`config.mk`:
```
export PLATFORM = sky130hd
export DESIGN_NAME = pid_velocity_form_trapezoid
export DESIGN_NICKNAME = d
export VERILOG_FILES = /design/src/hw/rtl/pidvf_pkg.sv /design/src/hw/rtl/pid_velocity_form_trapezoid.sv
export SDC_FILE = /design/constraint.sdc
export NUM_CORES = 2
export LEC_CHECK = 0
export ABC_AREA = 1
export BUFFER_PORTS_ARGS = -buffer_cell sky130_fd_sc_hd__buf_2
export CAP_MARGIN = 10
export CELL_PAD_IN_SITES_DETAIL_PLACEMENT = 1
export CELL_PAD_IN_SITES_GLOBAL_PLACEMENT = 2
export CORE_ASPECT_RATIO = 0.7
export CORE_MARGIN = 2
export CORE_UTILIZATION = 42
export DETAILED_ROUTE_END_ITERATION = 10
export GPL_ROUTABILITY_DRIVEN = 0
export MAX_ROUTING_LAYER = met4
export PLACE_DENSITY = 0.86
export SLEW_MARGIN = 20
export SYNTH_ARGS = -nofsm -noshare
export SYNTH_HDL_FRONTEND = slang
export SYNTH_SLANG_ARGS = --single-unit
```
`constraint.sdc`:
```
create_clock -name clk_i -period 8.75 [get_ports clk_i]
set_input_delay 1.3125 -clock clk_i [delete_from_list [all_inputs] [get_ports clk_i]]
set_output_delay 1.3125 -clock clk_i [all_outputs]
set_load 0.1 [all_outputs]
```
`src/hw/rtl/pidvf_pkg.sv`:
```
package pidvf_pkg;

  // Default number of fraction bits of the fixed-point format.
  localparam int unsigned FRAC_BITS_DEF = 16;

  // Field and state widths.
  localparam int unsigned DATA_W    = 32;
  localparam int unsigned LIMIT_W   = 31;
  localparam int unsigned RATE_W    = 48;
  localparam int unsigned OPCODE_W  = 2;
  localparam int unsigned CFG_IDX_W = 3;

  // Shift-add multiplier: a magnitude of up to RATE_W + 1 bits times a 32-bit
  // multiplier, retired DIGIT_W multiplier bits per cycle.
  localparam int unsigned DIGIT_W    = 2;
  localparam int unsigned MCAND_W    = RATE_W + 1;
  localparam int unsigned HI_W       = MCAND_W + DIGIT_W;
  localparam int unsigned PROD_W     = MCAND_W + DATA_W;
  localparam int unsigned PREG_W     = HI_W + DATA_W;
  localparam int unsigned MUL_STEPS  = DATA_W / DIGIT_W;
  localparam int unsigned MUL_CNT_W  = $clog2(MUL_STEPS);

  // Control value accumulation: the trapezoid increment saturates at 2^62.
  localparam int unsigned CTL_W     = 64;
  localparam int unsigned CTL_MAG_W = 63;
  localparam logic [CTL_MAG_W-1:0] CTL_SAT = {1'b1, {(CTL_MAG_W-1){1'b0}}};

  // Register reset values.
  localparam logic signed [DATA_W-1:0] GAIN_RST          = '0;
  localparam logic        [LIMIT_W-1:0] INTEG_LIMIT_RST  = '1;
  localparam logic signed [DATA_W-1:0] CONTROL_MIN_RST   = {1'b1, {(DATA_W-1){1'b0}}};
  localparam logic signed [DATA_W-1:0] CONTROL_MAX_RST   = {1'b0, {(DATA_W-1){1'b1}}};
  localparam logic signed [DATA_W-1:0] CONTROL_START_RST = '0;

  typedef enum logic [OPCODE_W-1:0] {
    OP_UPDATE  = 2'd0,
    OP_CLEAR   = 2'd1,
    OP_RESTART = 2'd2
  } opcode_e;

  typedef enum logic [CFG_IDX_W-1:0] {
    CFG_GAIN_PROP      = 3'd0,
    CFG_GAIN_INTEG     = 3'd1,
    CFG_GAIN_DERIV     = 3'd2,
    CFG_INTEGRAL_LIMIT = 3'd3,
    CFG_CONTROL_MIN    = 3'd4,
    CFG_CONTROL_MAX    = 3'd5,
    CFG_CONTROL_START  = 3'd6
  } cfg_idx_e;

  typedef enum logic [3:0] {
    ST_IDLE,
    ST_PREP,
    ST_MUL_LOAD,
    ST_MUL_TRIPLE,
    ST_MUL_RUN,
    ST_MUL_POST,
    ST_DIV_WAIT,
    ST_RATE,
    ST_RSUM,
    ST_CLAMP,
    ST_FINISH
  } state_e;

  // Which product the shared multiplier is working on.
  typedef enum logic [2:0] {
    PH_INTEG,
    PH_KP,
    PH_KI,
    PH_KD,
    PH_CTL
  } phase_e;

endpackage

```
`src/hw/rtl/pid_velocity_form_trapezoid.sv`:
```
// Update transaction (opcode update, non-zero time step): five products go through one
// shift-add multiplier retiring two bits a cycle; the 33+FracBits step divider runs beside the
// first three, and the update waits for it if it finishes late. Other transactions skip the
// multiplier. A transaction is taken once the previous result is in the output register.
// Reset (rst_ni low, asynchronous) loads defaults and clears the history.
module pid_velocity_form_trapezoid #(
  parameter int unsigned FracBits = pidvf_pkg::FRAC_BITS_DEF
) (
  input  logic                                  clk_i,
  input  logic                                  rst_ni,
  input  logic                                  cfg_we_i,
  input  logic [pidvf_pkg::CFG_IDX_W-1:0]       cfg_index_i,
  input  logic [pidvf_pkg::DATA_W-1:0]          cfg_wdata_i,
  input  logic                                  in_valid_i,
  output logic                                  in_ready_o,
  input  logic [pidvf_pkg::OPCODE_W-1:0]        opcode_i,
  input  logic signed [pidvf_pkg::DATA_W-1:0]   error_sample_i,
  input  logic [pidvf_pkg::DATA_W-1:0]          time_step_i,
  output logic                                  out_valid_o,
  input  logic                                  out_ready_i,
  output logic signed [pidvf_pkg::DATA_W-1:0]   control_value_o
);

  localparam int unsigned DW = pidvf_pkg::DATA_W;
  localparam int unsigned RW = pidvf_pkg::RATE_W;
  localparam int unsigned MW = pidvf_pkg::MCAND_W;
  localparam int unsigned HW = pidvf_pkg::HI_W;
  localparam int unsigned PW = pidvf_pkg::PROD_W;
  localparam int unsigned QW = pidvf_pkg::PREG_W;
  localparam int unsigned CW = pidvf_pkg::CTL_W;

  // Magnitude of a 32x32 product scaled down by 2^FracBits or 2^(FracBits+1).
  localparam int unsigned ShMagW  = 2 * DW - 1 - FracBits;
  localparam int unsigned IntegW  = ShMagW + 2;
  localparam int unsigned RateW   = (ShMagW + 2 > RW + 1) ? ShMagW + 2 : RW + 1;
  localparam int unsigned DivW    = DW + 1 + FracBits;
  localparam int unsigned DivCntW = $clog2(DivW);

  localparam logic signed [RateW-1:0] RateMax = {{(RateW-RW+1){1'b0}}, {(RW-1){1'b1}}};
  localparam logic signed [RateW-1:0] RateMin = {{(RateW-RW+1){1'b1}}, {(RW-1){1'b0}}};
  localparam logic [DivW-1:0] DivPosMax = {{(DivW-DW+1){1'b0}}, {(DW-1){1'b1}}};
  localparam logic [DivW-1:0] DivNegMax = {{(DivW-DW){1'b0}}, 1'b1, {(DW-1){1'b0}}};

  function automatic logic [DW-1:0] abs32(input logic signed [DW-1:0] v);
    abs32 = v[DW-1] ? DW'(-v) : DW'(v);
  endfunction

  // Configuration registers
  logic signed [DW-1:0]                  gain_prop_q, gain_integ_q, gain_deriv_q;
  logic [pidvf_pkg::LIMIT_W-1:0]         integ_limit_q;
  logic signed [DW-1:0]                  control_min_q, control_max_q, control_start_q;

  // Controller history
  logic signed [DW-1:0]                  prev_error_q, integ_acc_q, held_control_q;
  logic signed [RW-1:0]                  prev_rate_q;

  // Transaction and working registers
  pidvf_pkg::state_e                     state_q, state_d;
  pidvf_pkg::phase_e                     phase_q;
  logic [pidvf_pkg::OPCODE_W-1:0]        opcode_q;
  logic signed [DW-1:0]                  error_q;
  logic [DW-1:0]                         dt_q;
  logic signed [DW:0]                    esum_q, ediff_q;
  logic signed [DW-1:0]                  integ_new_q;
  logic signed [RateW-1:0]               rate_acc_q;
  logic signed [RW-1:0]                  rate_q;
  logic signed [RW:0]                    rsum_q;
  logic signed [CW-1:0]                  ctl_sum_q;

  // Multiplier
  logic [MW-1:0]                         mul_m_q;
  logic [HW-1:0]                         mul_m3_q;
  logic [QW-1:0]                         mul_p_q;
  logic                                  mul_neg_q;
  logic [pidvf_pkg::MUL_CNT_W-1:0]       mul_cnt_q;

  // Divider
  logic [DW-1:0]                         div_rem_q;
  logic [DivW-1:0]                       div_quo_q;
  logic [DivCntW-1:0]                    div_cnt_q;
  logic                                  div_busy_q, div_neg_q;

  // Output register
  logic                                  out_valid_q;
  logic signed [DW-1:0]                  out_q;

  // Control strobes
  logic in_accept, is_update, div_start, fin_load, mul_last;

  // Combinational datapath
  logic signed [MW-1:0]      mc_val;
  logic [MW-1:0]             mc_mag;
  logic [DW-1:0]             mp_mag;
  logic                      mp_neg;
  logic [DivW-1:0]           dq_sat;
  logic [HW-1:0]             mul_addend, mul_sum;
  logic [PW-1:0]             prod, prod_sh1, prod_sh0;
  logic signed [IntegW-1:0]  inc_s, integ_sum, lim_s;
  logic signed [DW-1:0]      integ_clamped;
  logic signed [RateW-1:0]   term_s, rate_base;
  logic [pidvf_pkg::CTL_MAG_W-1:0] ctl_mag;
  logic signed [CW-1:0]      ctl_inc_s, cmin_s, cmax_s;
  logic signed [DW-1:0]      ctl_clamped;
  logic [DW:0]               rem_sh;
  logic                      div_ge;
  logic [DW:0]               ediff_mag;

  assign in_accept = in_valid_i && in_ready_o;
  assign is_update = (opcode_q == pidvf_pkg::OP_UPDATE) && (dt_q != '0);
  assign mul_last  = (mul_cnt_q == pidvf_pkg::MUL_CNT_W'(pidvf_pkg::MUL_STEPS - 1));

  // ---------------------------------------------------------------- FSM
  always_comb begin
    state_d = state_q;
    unique case (state_q)
      pidvf_pkg::ST_IDLE:       if (in_accept) state_d = pidvf_pkg::ST_PREP;
      pidvf_pkg::ST_PREP:       state_d = is_update ? pidvf_pkg::ST_MUL_LOAD
                                                    : pidvf_pkg::ST_FINISH;
      pidvf_pkg::ST_MUL_LOAD:   state_d = pidvf_pkg::ST_MUL_TRIPLE;
      pidvf_pkg::ST_MUL_TRIPLE: state_d = pidvf_pkg::ST_MUL_RUN;
      pidvf_pkg::ST_MUL_RUN:    if (mul_last) state_d = pidvf_pkg::ST_MUL_POST;
      pidvf_pkg::ST_MUL_POST: begin
        unique case (phase_q)
          pidvf_pkg::PH_INTEG,
          pidvf_pkg::PH_KP: state_d = pidvf_pkg::ST_MUL_LOAD;
          pidvf_pkg::PH_KI: state_d = pidvf_pkg::ST_DIV_WAIT;
          pidvf_pkg::PH_KD: state_d = pidvf_pkg::ST_RATE;
          default:          state_d = pidvf_pkg::ST_CLAMP;
        endcase
      end
      pidvf_pkg::ST_DIV_WAIT:   if (!div_busy_q) state_d = pidvf_pkg::ST_MUL_LOAD;
      pidvf_pkg::ST_RATE:       state_d = pidvf_pkg::ST_RSUM;
      pidvf_pkg::ST_RSUM:       state_d = pidvf_pkg::ST_MUL_LOAD;
      pidvf_pkg::ST_CLAMP:      state_d = pidvf_pkg::ST_FINISH;
      pidvf_pkg::ST_FINISH:     if (fin_load) state_d = pidvf_pkg::ST_IDLE;
      default:                  state_d = pidvf_pkg::ST_IDLE;
    endcase
  end

  always_comb begin
    in_ready_o = (state_q == pidvf_pkg::ST_IDLE);
    div_start  = (state_q == pidvf_pkg::ST_MUL_LOAD) && (phase_q == pidvf_pkg::PH_INTEG);
    fin_load   = (state_q == pidvf_pkg::ST_FINISH) && (!out_valid_q || out_ready_i);
  end

  always_ff @(posedge clk_i or negedge rst_ni) begin
    if (!rst_ni) begin
      state_q <= pidvf_pkg::ST_IDLE;
    end else begin
      state_q <= state_d;
    end
  end

  // ---------------------------------------------------------------- operands
  always_comb begin
    // The quotient saturates to the signed 32-bit range of the derivative.
    if (!div_neg_q && (div_quo_q > DivPosMax)) begin
      dq_sat = DivPosMax;
    end else if (div_neg_q && (div_quo_q > DivNegMax)) begin
      dq_sat = DivNegMax;
    end else begin
      dq_sat = div_quo_q;
    end

    unique case (phase_q)
      pidvf_pkg::PH_INTEG: begin
        mc_val = MW'(esum_q);
        mp_mag = dt_q;
        mp_neg = 1'b0;
      end
      pidvf_pkg::PH_KP: begin
        mc_val = MW'(gain_prop_q);
        mp_mag = abs32(error_q);
        mp_neg = error_q[DW-1];
      end
      pidvf_pkg::PH_KI: begin
        mc_val = MW'(gain_integ_q);
        mp_mag = abs32(integ_new_q);
        mp_neg = integ_new_q[DW-1];
      end
      pidvf_pkg::PH_KD: begin
        mc_val = MW'(gain_deriv_q);
        mp_mag = dq_sat[DW-1:0];
        mp_neg = div_neg_q;
      end
      default: begin
        mc_val = MW'(rsum_q);
        mp_mag = dt_q;
        mp_neg = 1'b0;
      end
    endcase
    mc_mag = mc_val[MW-1] ? MW'(-mc_val) : MW'(mc_val);
  end

  // ---------------------------------------------------------------- multiplier step
  always_comb begin
    unique case (mul_p_q[pidvf_pkg::DIGIT_W-1:0])
      2'd0:    mul_addend = '0;
      2'd1:    mul_addend = HW'(mul_m_q);
      2'd2:    mul_addend = HW'({mul_m_q, 1'b0});
      default: mul_addend = mul_m3_q;
    endcase
    // The partial product stays below the multiplicand, so the sum cannot overflow.
    mul_sum = mul_p_q[QW-1:DW] + mul_addend;
  end

  // ---------------------------------------------------------------- post-processing
  always_comb begin
    prod     = mul_p_q[PW-1:0];
    prod_sh0 = prod >> FracBits;
    prod_sh1 = prod >> (FracBits + 1);

    inc_s     = signed'(IntegW'(prod_sh1[ShMagW-1:0]));
    integ_sum = IntegW'(integ_acc_q) + (mul_neg_q ? -inc_s : inc_s);
    lim_s     = signed'(IntegW'(integ_limit_q));
    if (integ_sum < -lim_s) begin
      integ_clamped = DW'(-lim_s);
    end else if (integ_sum > lim_s) begin
      integ_clamped = DW'(lim_s);
    end else begin
      integ_clamped = DW'(integ_sum);
    end

    term_s    = signed'(RateW'(prod_sh0[ShMagW-1:0]));
    rate_base = (phase_q == pidvf_pkg::PH_KP) ? '0 : rate_acc_q;

    if (prod_sh1 > PW'(pidvf_pkg::CTL_SAT)) begin
      ctl_mag = pidvf_pkg::CTL_SAT;
    end else begin
      ctl_mag = prod_sh1[pidvf_pkg::CTL_MAG_W-1:0];
    end
    ctl_inc_s = signed'({1'b0, ctl_mag});

    // Lower clamp first: with crossed limits, values below control_min get control_min, all others control_max.
    cmin_s = CW'(control_min_q);
    cmax_s = CW'(control_max_q);
    if (ctl_sum_q < cmin_s) begin
      ctl_clamped = control_min_q;
    end else if (ctl_sum_q > cmax_s) begin
      ctl_clamped = control_max_q;
    end else begin
      ctl_clamped = ctl_sum_q[DW-1:0];
    end
  end

  // ---------------------------------------------------------------- divider step
  always_comb begin
    rem_sh    = {div_rem_q, div_quo_q[DivW-1]};
    div_ge    = (rem_sh >= {1'b0, dt_q});
    ediff_mag = ediff_q[DW] ? (DW+1)'(-ediff_q) : (DW+1)'(ediff_q);
  end

  always_ff @(posedge clk_i or negedge rst_ni) begin
    if (!rst_ni) begin
      div_busy_q <= 1'b0;
    end else if (div_start) begin
      div_busy_q <= 1'b1;
    end else if (div_busy_q && (div_cnt_q == DivCntW'(DivW - 1))) begin
      div_busy_q <= 1'b0;
    end
  end

  always_ff @(posedge clk_i) begin
    if (div_start) begin
      div_rem_q <= '0;
      div_quo_q <= DivW'(ediff_mag) << FracBits;
      div_cnt_q <= '0;
      div_neg_q <= ediff_q[DW];
    end else if (div_busy_q) begin
      div_rem_q <= div_ge ? DW'(rem_sh - {1'b0, dt_q}) : DW'(rem_sh);
      div_quo_q <= {div_quo_q[DivW-2:0], div_ge};
      div_cnt_q <= div_cnt_q + 1'b1;
    end
  end

  // ---------------------------------------------------------------- configuration
  always_ff @(posedge clk_i or negedge rst_ni) begin
    if (!rst_ni) begin
      gain_prop_q     <= pidvf_pkg::GAIN_RST;
      gain_integ_q    <= pidvf_pkg::GAIN_RST;
      gain_deriv_q    <= pidvf_pkg::GAIN_RST;
      integ_limit_q   <= pidvf_pkg::INTEG_LIMIT_RST;
      control_min_q   <= pidvf_pkg::CONTROL_MIN_RST;
      control_max_q   <= pidvf_pkg::CONTROL_MAX_RST;
      control_start_q <= pidvf_pkg::CONTROL_START_RST;
    end else if (cfg_we_i) begin
      unique case (cfg_index_i)
        pidvf_pkg::CFG_GAIN_PROP:      gain_prop_q     <= cfg_wdata_i;
        pidvf_pkg::CFG_GAIN_INTEG:     gain_integ_q    <= cfg_wdata_i;
        pidvf_pkg::CFG_GAIN_DERIV:     gain_deriv_q    <= cfg_wdata_i;
        pidvf_pkg::CFG_INTEGRAL_LIMIT: integ_limit_q   <= cfg_wdata_i[pidvf_pkg::LIMIT_W-1:0];
        pidvf_pkg::CFG_CONTROL_MIN:    control_min_q   <= cfg_wdata_i;
        pidvf_pkg::CFG_CONTROL_MAX:    control_max_q   <= cfg_wdata_i;
        pidvf_pkg::CFG_CONTROL_START:  control_start_q <= cfg_wdata_i;
        default: ;
      endcase
    end
  end

  // ---------------------------------------------------------------- history
  always_ff @(posedge clk_i or negedge rst_ni) begin
    if (!rst_ni) begin
      prev_error_q   <= '0;
      prev_rate_q    <= '0;
      integ_acc_q    <= '0;
      held_control_q <= pidvf_pkg::CONTROL_START_RST;
    end else if (state_q == pidvf_pkg::ST_PREP) begin
      unique case (opcode_q)
        pidvf_pkg::OP_CLEAR: begin
          prev_error_q <= '0;
          prev_rate_q  <= '0;
          integ_acc_q  <= '0;
        end
        pidvf_pkg::OP_RESTART: begin
          prev_error_q   <= '0;
          prev_rate_q    <= '0;
          integ_acc_q    <= '0;
          held_control_q <= control_start_q;
        end
        default: ;
      endcase
    end else if (state_q == pidvf_pkg::ST_CLAMP) begin
      prev_error_q   <= error_q;
      prev_rate_q    <= rate_q;
      integ_acc_q    <= integ_new_q;
      held_control_q <= ctl_clamped;
    end
  end

  // ---------------------------------------------------------------- working datapath
  always_ff @(posedge clk_i or negedge rst_ni) begin
    if (!rst_ni) begin
      phase_q <= pidvf_pkg::PH_INTEG;
    end else if (state_q == pidvf_pkg::ST_PREP) begin
      phase_q <= pidvf_pkg::PH_INTEG;
    end else if (state_q == pidvf_pkg::ST_MUL_POST) begin
      unique case (phase_q)
        pidvf_pkg::PH_INTEG: phase_q <= pidvf_pkg::PH_KP;
        pidvf_pkg::PH_KP:    phase_q <= pidvf_pkg::PH_KI;
        pidvf_pkg::PH_KI:    phase_q <= pidvf_pkg::PH_KD;
        default:             phase_q <= pidvf_pkg::PH_CTL;
      endcase
    end
  end

  always_ff @(posedge clk_i) begin
    if (in_accept) begin
      opcode_q <= opcode_i;
      error_q  <= error_sample_i;
      dt_q     <= time_step_i;
    end
    unique case (state_q)
      pidvf_pkg::ST_PREP: begin
        esum_q  <= (DW+1)'(prev_error_q) + (DW+1)'(error_q);
        ediff_q <= (DW+1)'(error_q) - (DW+1)'(prev_error_q);
      end
      pidvf_pkg::ST_MUL_LOAD: begin
        mul_m_q   <= mc_mag;
        mul_p_q   <= QW'(mp_mag);
        mul_neg_q <= mc_val[MW-1] ^ mp_neg;
        mul_cnt_q <= '0;
      end
      pidvf_pkg::ST_MUL_TRIPLE: begin
        mul_m3_q <= HW'(mul_m_q) + HW'({mul_m_q, 1'b0});
      end
      pidvf_pkg::ST_MUL_RUN: begin
        mul_p_q   <= {{pidvf_pkg::DIGIT_W{1'b0}}, mul_sum,
                      mul_p_q[DW-1:pidvf_pkg::DIGIT_W]};
        mul_cnt_q <= mul_cnt_q + 1'b1;
      end
      pidvf_pkg::ST_MUL_POST: begin
        unique case (phase_q)
          pidvf_pkg::PH_INTEG: integ_new_q <= integ_clamped;
          pidvf_pkg::PH_KP,
          pidvf_pkg::PH_KI,
          pidvf_pkg::PH_KD:    rate_acc_q <= rate_base + (mul_neg_q ? -term_s : term_s);
          default:             ctl_sum_q <= CW'(held_control_q)
                                            + (mul_neg_q ? -ctl_inc_s : ctl_inc_s);
        endcase
      end
      pidvf_pkg::ST_RATE: begin
        if (rate_acc_q > RateMax) begin
          rate_q <= RateMax[RW-1:0];
        end else if (rate_acc_q < RateMin) begin
          rate_q <= RateMin[RW-1:0];
        end else begin
          rate_q <= rate_acc_q[RW-1:0];
        end
      end
      pidvf_pkg::ST_RSUM: begin
        rsum_q <= (RW+1)'(prev_rate_q) + (RW+1)'(rate_q);
      end
      default: ;
    endcase
  end

  // ---------------------------------------------------------------- output register
  always_ff @(posedge clk_i or negedge rst_ni) begin
    if (!rst_ni) begin
      out_valid_q <= 1'b0;
    end else if (fin_load) begin
      out_valid_q <= 1'b1;
    end else if (out_ready_i) begin
      out_valid_q <= 1'b0;
    end
  end

  always_ff @(posedge clk_i) begin
    if (fin_load) begin
      out_q <= held_control_q;
    end
  end

  assign out_valid_o     = out_valid_q;
  assign control_value_o = out_q;

endmodule

```
==> impl_metrics.py <==
metrics = {
    "global_routing": {
        "grt_overflow": 0,
        "gr-usage-all-layers_pct": 36.2,
        "antenna_found_initial": 22,
        "grt_pass1_vias": 75764,
        "grt_start_max_net_pins": 158,
        "grt_first_pass_wirelength_um": 505000,
    },
    "worst_setup_path": {
        "crit_path_start_kind": "flop",
        "r2r-end": "integ_new_q[28]",
        "crit_path_end": "integ_new_q[28]",
        "timing.setup.critical_path_class": "reg -> reg",
        "cp_slowest_stage_delay_ns": 0.73,
        "cp.required_ns": 9.28,
        "timing.critical_path.buf_inv": 3,
        "critical_path_cell_count": 29,
        "cp_top_family": "simple AND/OR/NAND/NOR gates",
        "rr_worst_depth": 29,
        "slowest_stage": "nor4_1",
        "worst-path-max-fanout": 33,
        "crit_path_from": "mul_p_q[35]",
        "crit_top_cell": "nand2_1",
        "worst_setup_path_end_kind": "flop",
        "minimum_setup_slack_among_reg_to_reg_paths_ns": 0.95,
        "critical_path_arrival_ns": 8.33,
        "rr_startpoint": "mul_p_q[35]",
    },
    "logic_synthesis": {
        "synth_edf_count": 625,
        "postSynthAreaPerCell_um2": 7.55,
        "synth_seq_cells": 1055,
        "yosysUniqueCellTypes": 76,
        "share_of_synthesized_flip_flops_with_an_asynchronous_set_or_reset_pct": 35.6,
        "synth.net_count": 11187,
        "yosys_warnings": 0,
        "synth_top_flop_cell": "edfxtp_1",
        "post_synthesis_cell_count": 10452,
        "yosysSeqAreaShare_pct": 37.2,
        "synth.largest_area_cell": "edfxtp_1",
        "synth.top_cells.by_area": "edfxtp_1 24%, nand2_1 10%, dfrtp_1 9.9%",
        "mappedNetlistArea_mm2": 0.0790,
        "synthDominantCellAreaShare_pct": 23.8,
    },
    "cells_and_area": {
        "final-seq-area_mm2": 0.0293,
        "area_taken_by_multi_input_logic_gates_mm2": 0.0429,
        "final_layout_size_suffix_gt1_share_pct": 5.58,
        "commonest_cells_after_routing_fill_and_taps_aside": "2164 x nand2_1, 1486 x inv_1, 971 x nor2_1, 906 x a21oi_1, 864 x o21ai_0",
        "final_nets": 11216,
        "mostFrequentLayoutCell": "nand2_1",
        "number_of_fill_cells": 23138,
        "syn_to_final_growth_pct": 9.25,
    },
    "clocking": {
        "cts_setup_buffers": 0,
        "htree_levels": 3,
        "cts_resized": 0,
        "clk_latency_worst_skew_pair_ns": 0.80,
        "cts.sink_count": 1055,
        "cts_buffer_depth": 3,
        "clk_pin_slew_ns": 0.07,
        "holdBufCountCts": 0,
        "tritoncts": "done",
        "cts_root_buffer": "clkbuf_16",
        "cts_inserted_buffers": 114,
    },
    "floorplanning": {
        "die-width_um": 522,
        "core-area_mm2": 0.187,
        "floorplan.die_area_mm2": 0.192,
        "placementRows": 133,
        "floorplan.io_pins": 140,
        "initial_utilization_pct": 42.2,
        "die_y_um": 367,
    },
    "run_status": {
        "outcome": "finished clean",
    },
    "power_and_ir_drop": {
        "power_density_mw_per_mm2": 144,
        "p_leak_uw": 0.0403,
        "ir_drop_v": 0.000161,
        "power_uw": 12400,
    },
    "route": {
        "detailedRoute.firstPassIterationCount": 6,
        "totalWireLength_um": 344000,
        "post_drt_wl_per_cell_um": 26.3,
        "post-route-drc-count": 0,
        "routed_via_density": 5.90,
        "detailroute.via_count": 77203,
        "dr.first_iter.drc_count": 8835,
        "drtAntennaViolNets": 0,
    },
    "sta": {
        "final_min_period_ns": 7.80,
        "slew_headroom_pct": 24.1,
        "rsz0062_at_grt": "no",
        "worstMarginPinSlew_ns": 1.13,
        "report.final.slew_viol_count": 0,
        "tns_ns": 0,
        "clock_skew_ns": 0.0861,
        "maximum_clock_rate_mhz": 128,
        "final.period_utilization_pct": 89.2,
        "final-hold-violation-count": 0,
        "timing.final.setup_violations": 0,
    },
    "job": {
        "timing.max_cap.violations": 0,
    },
    "placed_design": {
        "buffer_ports.inserted": 139,
        "hpwlAfterDp_um": 277000,
    },
    "hold_path": {
        "hp-class": "reg -> reg",
    },
}
==> sequential cells by signal (all words and copies together), names as in the netlist, 33 cells and up <==
signal	flops
mul_m3_q	51
mul_m_q	49
rate_q	48
esum_q	33
mul_p_q	81
rsum_q	49
rate_acc_q	49
div_quo_q	49
ctl_sum_q	64
prev_rate_q	48
==> area by class of cell <==
| type | instances | area share, % |
|---|---|---|
| Sequential cell | 1055 | 34.0 |
| Tap cell | 2497 | 3.62 |
| Timing Repair Buffer | 217 | 1.53 |
| Multi-Input combinational cell | 7583 | 49.7 |
| Clock buffer | 153 | 3.79 |
| Clock inverter | 64 | 0.754 |
| Antenna cell | 16 | 0.0464 |
| Inverter | 1510 | 6.58 |
==> logic make-up (layout without fill, tap and decap cells) <==
logic type               Yosys count  in the layout  share of synthesized area [%]
AND/OR/NAND/NOR                 4089           4089                           21.8
AO/OA/AOI/OAI                   2345           2345                           16.5
buffers and inverters           1814           1944                           8.78
flip-flops                      1055           1055                           37.2
adder cells (fa/ha/maj)          629            629                           10.1
XOR/XNOR                         520            520                           5.77
other                              0             16                              0
==> tightest hold or removal path, stage by stage (launching register included) <==
cell     delay, ns
dfxtp_1       0.32
nand2_1       0.07
nand2_1       0.04
==> synth_stat cells (26+ instances only) <==
library cell / count
xnor2_1: 146
edfxtp_1: 625
nand4_1: 153
xor2_1: 374
a21oi_1: 906
o221ai_1: 43
nand2_1: 2175
inv_1: 1490
o22ai_1: 99
dfxtp_1: 54
nor4_1: 67
nand3b_1: 30
ha_1: 620
a21o_1: 26
dfrtp_1: 313
o21a_1: 46
dfstp_2: 63
o21ai_0: 866
nor3_1: 151
o21bai_1: 27
a31oi_1: 123
nand3_1: 447
nor2_1: 985
clkbuf_1: 236
o211ai_1: 56
buf_1: 27
==> report_power, final <==
part / total (µW) / switching, µW / internal (µW)
registers: 5680 / 177 / 5500
logic: 1530 / 1040 / 489
clock network: 5180 / 2350 / 2830
==> how the worst min path moves through the flow <==
| stage | startpoint | endpoint | cells after the start |
|---|---|---|---|
| after floorplan | div_rem_q[13] | div_rem_q[13] | 2 |
| after global placement | div_rem_q[31] | div_rem_q[31] | 2 |
| after detailed placement | div_rem_q[27] | div_rem_q[27] | 2 |
| after CTS | rst_ni | div_busy_q | 1 |
| after global routing | rst_ni | out_valid_o | 1 |
| final | div_rem_q[27] | div_rem_q[27] | 2 |
==> per-layer routing <==
metal  share of wire, %  GRT usage (%)
met1                 47           53.3
met2                 39           48.1
met3                 11           10.3
met4                2.5           8.12
met5                  0              -
==> through the flow <==
step           hold WS (ns)  util, %  cells  worst slack [ns]  area, µm²
5_1_grt               0.506     46.1  13089             0.669      86200
3_5_place_dp          0.464     44.0  12862              1.39      82300
2_1_floorplan         0.445        -  10452              2.33      79000
6_report              0.474     46.1  13095             0.948      86300
4_1_cts               0.469     46.1  13079              1.35      86200
3_3_place_gp          0.459     44.0  12862              1.45      82300
Power figures use the tool's default switching activity.
